==> src/rtl/assert_macros.svh <==
// Assertion macros shared by the RTL; clk and rst are taken from the enclosing scope.
`ifndef ASSERT_MACROS_SVH
`define ASSERT_MACROS_SVH

// property must hold at every edge outside reset
`define BSP_CHECK(lbl, prop) \
  lbl: assert property (@(posedge clk) disable iff (rst) prop) \
    else $error("bsp check failed");

// expression must never be true outside reset
`define BSP_NEVER(lbl, expr) \
  lbl: assert property (@(posedge clk) disable iff (rst) !(expr)) \
    else $error("bsp forbidden condition seen");

`endif

==> src/rtl/bsp_pkg.sv <==
// Shared constants and types for the bounding sphere pair block.
package bsp_pkg;

  localparam int unsigned COORD_BITS_DEF = 32;
  localparam int unsigned Q_DEPTH        = 4;
  localparam int unsigned Q_AW           = $clog2(Q_DEPTH);
  localparam int unsigned Q_CW           = $clog2(Q_DEPTH + 1);

  typedef struct packed {
    logic full;
    logic empty;
  } bsp_q_stat_t;

endpackage

==> src/rtl/bsp_queue.sv <==
// Short word queue between the front and back ends.
module bsp_queue #(
  parameter int unsigned COORD_BITS = bsp_pkg::COORD_BITS_DEF
) (
  input  logic                         clk,
  input  logic                         rst,
  input  logic                         push,
  input  logic [10*COORD_BITS+2:0]     wdata,
  input  logic                         pop,
  output logic [10*COORD_BITS+2:0]     rdata,
  output bsp_pkg::bsp_q_stat_t         q_stat
);

  logic [10*COORD_BITS+2:0]    mem [0:bsp_pkg::Q_DEPTH-1];
  logic [bsp_pkg::Q_AW-1:0]    wr_ptr, rd_ptr;
  logic [bsp_pkg::Q_CW-1:0]    count, count_next;

  assign rdata        = mem[rd_ptr];
  assign q_stat.full  = count == bsp_pkg::Q_CW'(bsp_pkg::Q_DEPTH);
  assign q_stat.empty = count == '0;

  always_comb begin
    unique case ({push, pop})
      2'b10:   count_next = count + 1'b1;
      2'b01:   count_next = count - 1'b1;
      default: count_next = count;
    endcase
  end

  always_ff @(posedge clk) begin
    if (rst) begin
      wr_ptr <= '0;
      rd_ptr <= '0;
      count  <= '0;
    end else begin
      if (push) wr_ptr <= wr_ptr + 1'b1;
      if (pop) rd_ptr <= rd_ptr + 1'b1;
      count <= count_next;
    end
  end

  always_ff @(posedge clk) begin
    if (push) mem[wr_ptr] <= wdata;
  end

endmodule

==> config.mk <==
export PLATFORM = sky130hd
export DESIGN_NAME = bsp_queue
export DESIGN_NICKNAME = d
export VERILOG_FILES = /design/src/rtl/assert_macros.svh /design/src/rtl/bsp_pkg.sv /design/src/rtl/bsp_queue.sv
export SDC_FILE = /design/constraint.sdc
export NUM_CORES = 1
export LEC_CHECK = 0
export BUFFER_PORTS_ARGS = -buffer_cell sky130_fd_sc_hd__buf_2
export CORE_ASPECT_RATIO = 0.6
export CORE_MARGIN = 2
export CORE_UTILIZATION = 52
export CTS_CLUSTER_DIAMETER = 200
export DETAILED_ROUTE_END_ITERATION = 7
export PLACE_DENSITY = 0.73
export SYNTH_ARGS = -nofsm -noshare
export SYNTH_HDL_FRONTEND = slang
export SYNTH_SLANG_ARGS = --single-unit
==> constraint.sdc <==
create_clock -name clk -period 20.1 [get_ports clk]
set_input_delay 0 -clock clk [delete_from_list [all_inputs] [get_ports clk]]
set_output_delay 0 -clock clk [all_outputs]
set_load 0.1 [all_outputs]
== Word-level counts from Yosys, hierarchy flattened ==
Memory sizes are Yosys's and may differ from the RTL's. A register that Yosys moved wholly into a read port is not among the register bits.
Cells that the tools add are included.

* Bits in registers: 7
* Latch bits: 0
* Memory bits (writable): 1292
* Bits in read-only memories: 0
* Output and inout port bits: 325
* Word-level logic and storage cells: 18
* Memories kept: 1

* Add/subtract/negate cells: 4
* Multipliers: 0
* Divide/modulo/power cells: 0
* $lt $le $gt $ge: 0
* Eq/ne operators: 3
* Shifts and indexed selects: 0
* Mux-type cells: 5
* Bitwise logic cells: 0
* Reduce and logical (&&, ||, !) cells: 2

{| class="wikitable"
|+ Memories
! name !! depth !! width !! rd ports !! clocked after memory_dff !! write ports !! RTL line !! RTL
|-
| mem || 4 || 323 || 1 || 1 || 1 || bsp_queue.sv:14 || <nowiki>logic [10*COORD_BITS+2:0] mem [0:bsp_pkg::Q_DEPTH-1];</nowiki>
|}

{| class="wikitable"
|+ Operators with widths
! kind !! count
|-
| $pmux 3 s2 || 1
|-
| $add 2x1->2 const B || 2
|-
| $mux 2 || 2
|-
| $add 3x1->3 const B || 1
|-
| $eq 3x3->1 const B || 1
|-
| $logic_not 3->1 || 1
|-
| $sub 3x1->3 const B || 1
|-
| $eq 2x1->1 const B || 1
|-
| $eq 2x2->1 const B || 1
|-
| $mux 1 || 2
|-
| $reduce_bool 2->1 || 1
|}

== Logic depth before layout (Yosys ltp) ==
* Word-level depth: 3
* Depth in mapped cells: 7

== Least setup slack after synthesis ==
Ideal clock, no wire load.

* Kind: flip-flop to flip-flop
* From: reg wr_ptr[0] (netlist name)
* To: mem mem[0][0] (netlist name) (enable)
* Setup time: 725 ps
* Arrival time: 7844 ps
* Data required time: 19375 ps
* Setup slack: 11531 ps
* Cell stages (with the launch flop): 4
* Path buffers: 0
* Clock period less this slack: 8569 ps
* Cells stage by stage: dfxtp_1 -> inv_1 -> ha_1 -> and2_1

{| class="wikitable"
|+ RTL lines
! element !! RTL line !! RTL
|-
| from (decl) || bsp_queue.sv:15 || <nowiki>logic [bsp_pkg::Q_AW-1:0] wr_ptr, rd_ptr;</nowiki>
|-
| from (signal assigned) || bsp_queue.sv:36 || <nowiki>if (push) wr_ptr <= wr_ptr + 1'b1;</nowiki>
|-
| to (decl) || bsp_queue.sv:14 ||
|}

Straight into the memory's write port.

==> flow_metrics.env <==
export IMPL_start_kind="flop"
export IMPL_grtUsageTotal_pct=22.0
export IMPL_regToRegStartpoint="wr_ptr[0]"
export IMPL_clock_path_buffers=3
export IMPL_syn_area_um2=47000
export IMPL_critPathMaxFanout=50
export IMPL_grt_pass1_wl_mm=152
export IMPL_ys_seq_elements=1301
export IMPL_yosys_area_share_adder_pct=0.176
export IMPL_numCtsBuffers=111
export IMPL_io_buffers=651
export IMPL_via_per_inst=5.51
export IMPL_wire_per_inst_um=24.7
export IMPL_status="complete, no violations"
export IMPL_dr_total_vias=23000
export IMPL_synth_simple_area_share_pct=0.162
export IMPL_grt_max_degree=133
export IMPL_clk_latency_ns=0.71
export IMPL_drv_cap=0
export IMPL_instances_no_fill=4167
export IMPL_slew_headroom_pct=29.4
export IMPL_vdd_drop_max_v=0.0000885
export IMPL_fin_skew_ns=0.0303
export IMPL_ys_seq_area_share_pct=82.9
export IMPL_cts_root_buf="clkbuf_16"
export IMPL_hold_path_class="input pin to flop"
export IMPL_synth_cell_types=20
export IMPL_cts_max_level=3
export IMPL_crit_path_end_kind="primary output"
export IMPL_final_cell_mix="edfxtp_1, buf_2, dlygate4sd3_1, mux4_2, clkbuf_16"
export IMPL_cts_setup_buffers=0
export IMPL_cts_tree="done"
export IMPL_fmax_ghz=0.194
export IMPL_die_area_um2=93000
export IMPL_worstSetupPathType="flop to primary output"
export IMPL_clock_sink_count=1301
export IMPL_antenna_found_initial=12
export IMPL_syn_area_per_cell_um2=27.1
export IMPL_fin_crit_ns=5.16
export IMPL_synth_top_family_by_area="multiplexers"
export IMPL_yosys_warnings=0
export IMPL_rsz0062_at_grt="no"
export IMPL_maxSlewViolCount=0
export IMPL_core_area_um2=89700
export IMPL_setup_tns_ns=0
export IMPL_power_density_nw_per_um2=111
export IMPL_clk_pin_slew_ns=0.06
export IMPL_period_share_pct=25.6
export IMPL_worstPathRequired_ns=20.10
export IMPL_postCtsHoldBufs=392
export IMPL_dr_pass1_iters=5
export IMPL_worstReg2RegEnd="mem[3][289]"
export IMPL_worstMarginPinSlew_ns=1.06
export IMPL_rows=85
export IMPL_synth_compound_area_share_pct=0.0319
export IMPL_ant_nets=0
export IMPL_finalSetupViolCount=0
export IMPL_cts_resized=0
export IMPL_hold_viol=0
export IMPL_synth_xor_area_share_pct=0.0931
export IMPL_hp_start="wdata[313]"
export IMPL_reg2reg_slack_ns=16.17
export IMPL_area_delta_synth_final_pct=25.5
export IMPL_die_height_um=237
export IMPL_die_w_um=392
export IMPL_synthMuxAreaShare_pct=15.5
export IMPL_fin_ws_ns=14.95
export IMPL_endpoint="rdata[249]"
export IMPL_drt_iter0_drc=1841
export IMPL_fin_nets=3180
export IMPL_grt_overflow_total=0
export IMPL_numPlacedInstances=3560
export IMPL_dp_hpwl_mm=59.2
export IMPL_leakage_uw=0.0199
export IMPL_drive_above_1_share_pct=39.7
export IMPL_syn_nets=2067
export IMPL_drt_total_wl_mm=103
export IMPL_arrival_ns=5.16
export IMPL_start_util_pct=52.5
export IMPL_grt_pass1_vias=24200
export IMPL_io_pins=652
export IMPL_synthCells=1734
export IMPL_drcViolationCount=0
export IMPL_rr_worst_depth=5
export IMPL_gp_congestion=0.794
export IMPL_place_ws_ns=15.43
export IMPL_final_common_cell="edfxtp_1"
state kept, by name, summed over array words and instances (netlist names), named ones only:
signal / count
count: 3
mem: 1292
rd_ptr: 2
wr_ptr: 2
Yosys cell counts (all sizes together):
| library cell | number | share of area, % |
|---|---|---|
| a21oi | 2 | 0.021 |
| and2 | 4 | 0.053 |
| and3 | 1 | 0.013 |
| buf | 65 | 1.1 |
| clkbuf | 8 | 0.064 |
| dfxtp | 9 | 0.38 |
| edfxtp | 1292 | 82 |
| fa | 1 | 0.043 |
| ha | 5 | 0.13 |
| inv | 6 | 0.048 |
| mux2i | 1 | 0.021 |
| mux4 | 323 | 15 |
| nand2 | 1 | 0.0080 |
| nor2 | 8 | 0.064 |
| nor3 | 1 | 0.011 |
| o21ai | 1 | 0.011 |
| or3 | 1 | 0.013 |
| xnor2 | 2 | 0.037 |
| xor2 | 3 | 0.056 |
metal layers:
layer | wire, um | GRT usage, % | vias up
met1 | 39100 | 28.8 | 12000
met4 | 2490 | 6.05 | 6
met5 | 41 | 0 | -
met3 | 7920 | 5.70 | 174
li1 | - | - | 9809
met2 | 53200 | 37.1 | 933
layout make-up:
type	instances	area (um^2)
Sequential cell	1301	39000
Fill cell	5532	30600
Multi-Input combinational cell	354	7510
Timing Repair Buffer	1073	7420
Clock buffer	147	3000
Tap cell	1218	1520
Clock inverter	57	539
Antenna cell	11	27.5
Inverter	6	22.5
power breakdown:
group | internal (uW) | switching [uW] | total (uW)
logic | 293 | 1030 | 1320
clock network | 1150 | 951 | 2100
registers | 3120 | 37.7 | 3160
total | 4560 | 2020 | 6570
stage by stage:
step / hold slack, ns / utilization [%] / area, um^2 / total power [uW]
floorplan: 0.0989 / - / 47000 / 4280
global placement: 0.208 / 57.5 / 51500 / 4450
detailed placement: 0.217 / 57.5 / 51500 / 4470
CTS: 0.000162 / 65.8 / 59000 / 6600
global route: 0.0181 / 65.8 / 59000 / 6760
finish: 0.0431 / 65.8 / 59000 / 6570
kinds of logic after synthesis:
logic type	after synthesis
compound gates	3
mux	324
simple gates	16
fa+ha+maj	6
xor+xnor	5
flops	1301
buf+inv	79
worst min path at each step:
| stage | to | slack [ns] | cells after the start |
|---|---|---|---|
| after floorplan | mem[0][0] | 0.1 | 0 |
| after global placement | mem[2][200] | 0.21 | 1 |
| after detailed placement | mem[2][175] | 0.22 | 1 |
| after CTS | mem[1][264] | 0.0002 | 2 |
| after global routing | mem[3][38] | 0.02 | 2 |
| final | mem[1][313] | 0.04 | 2 |
worst max-delay path, cell delays in order, from the launching register on:
cell and delay (ns):
dfxtp_4 0.81, buf_4 0.86, buf_4 0.78, buf_4 0.84, mux4_2 0.65, buf_2 0.32
(Power assumes the default switching activity.)
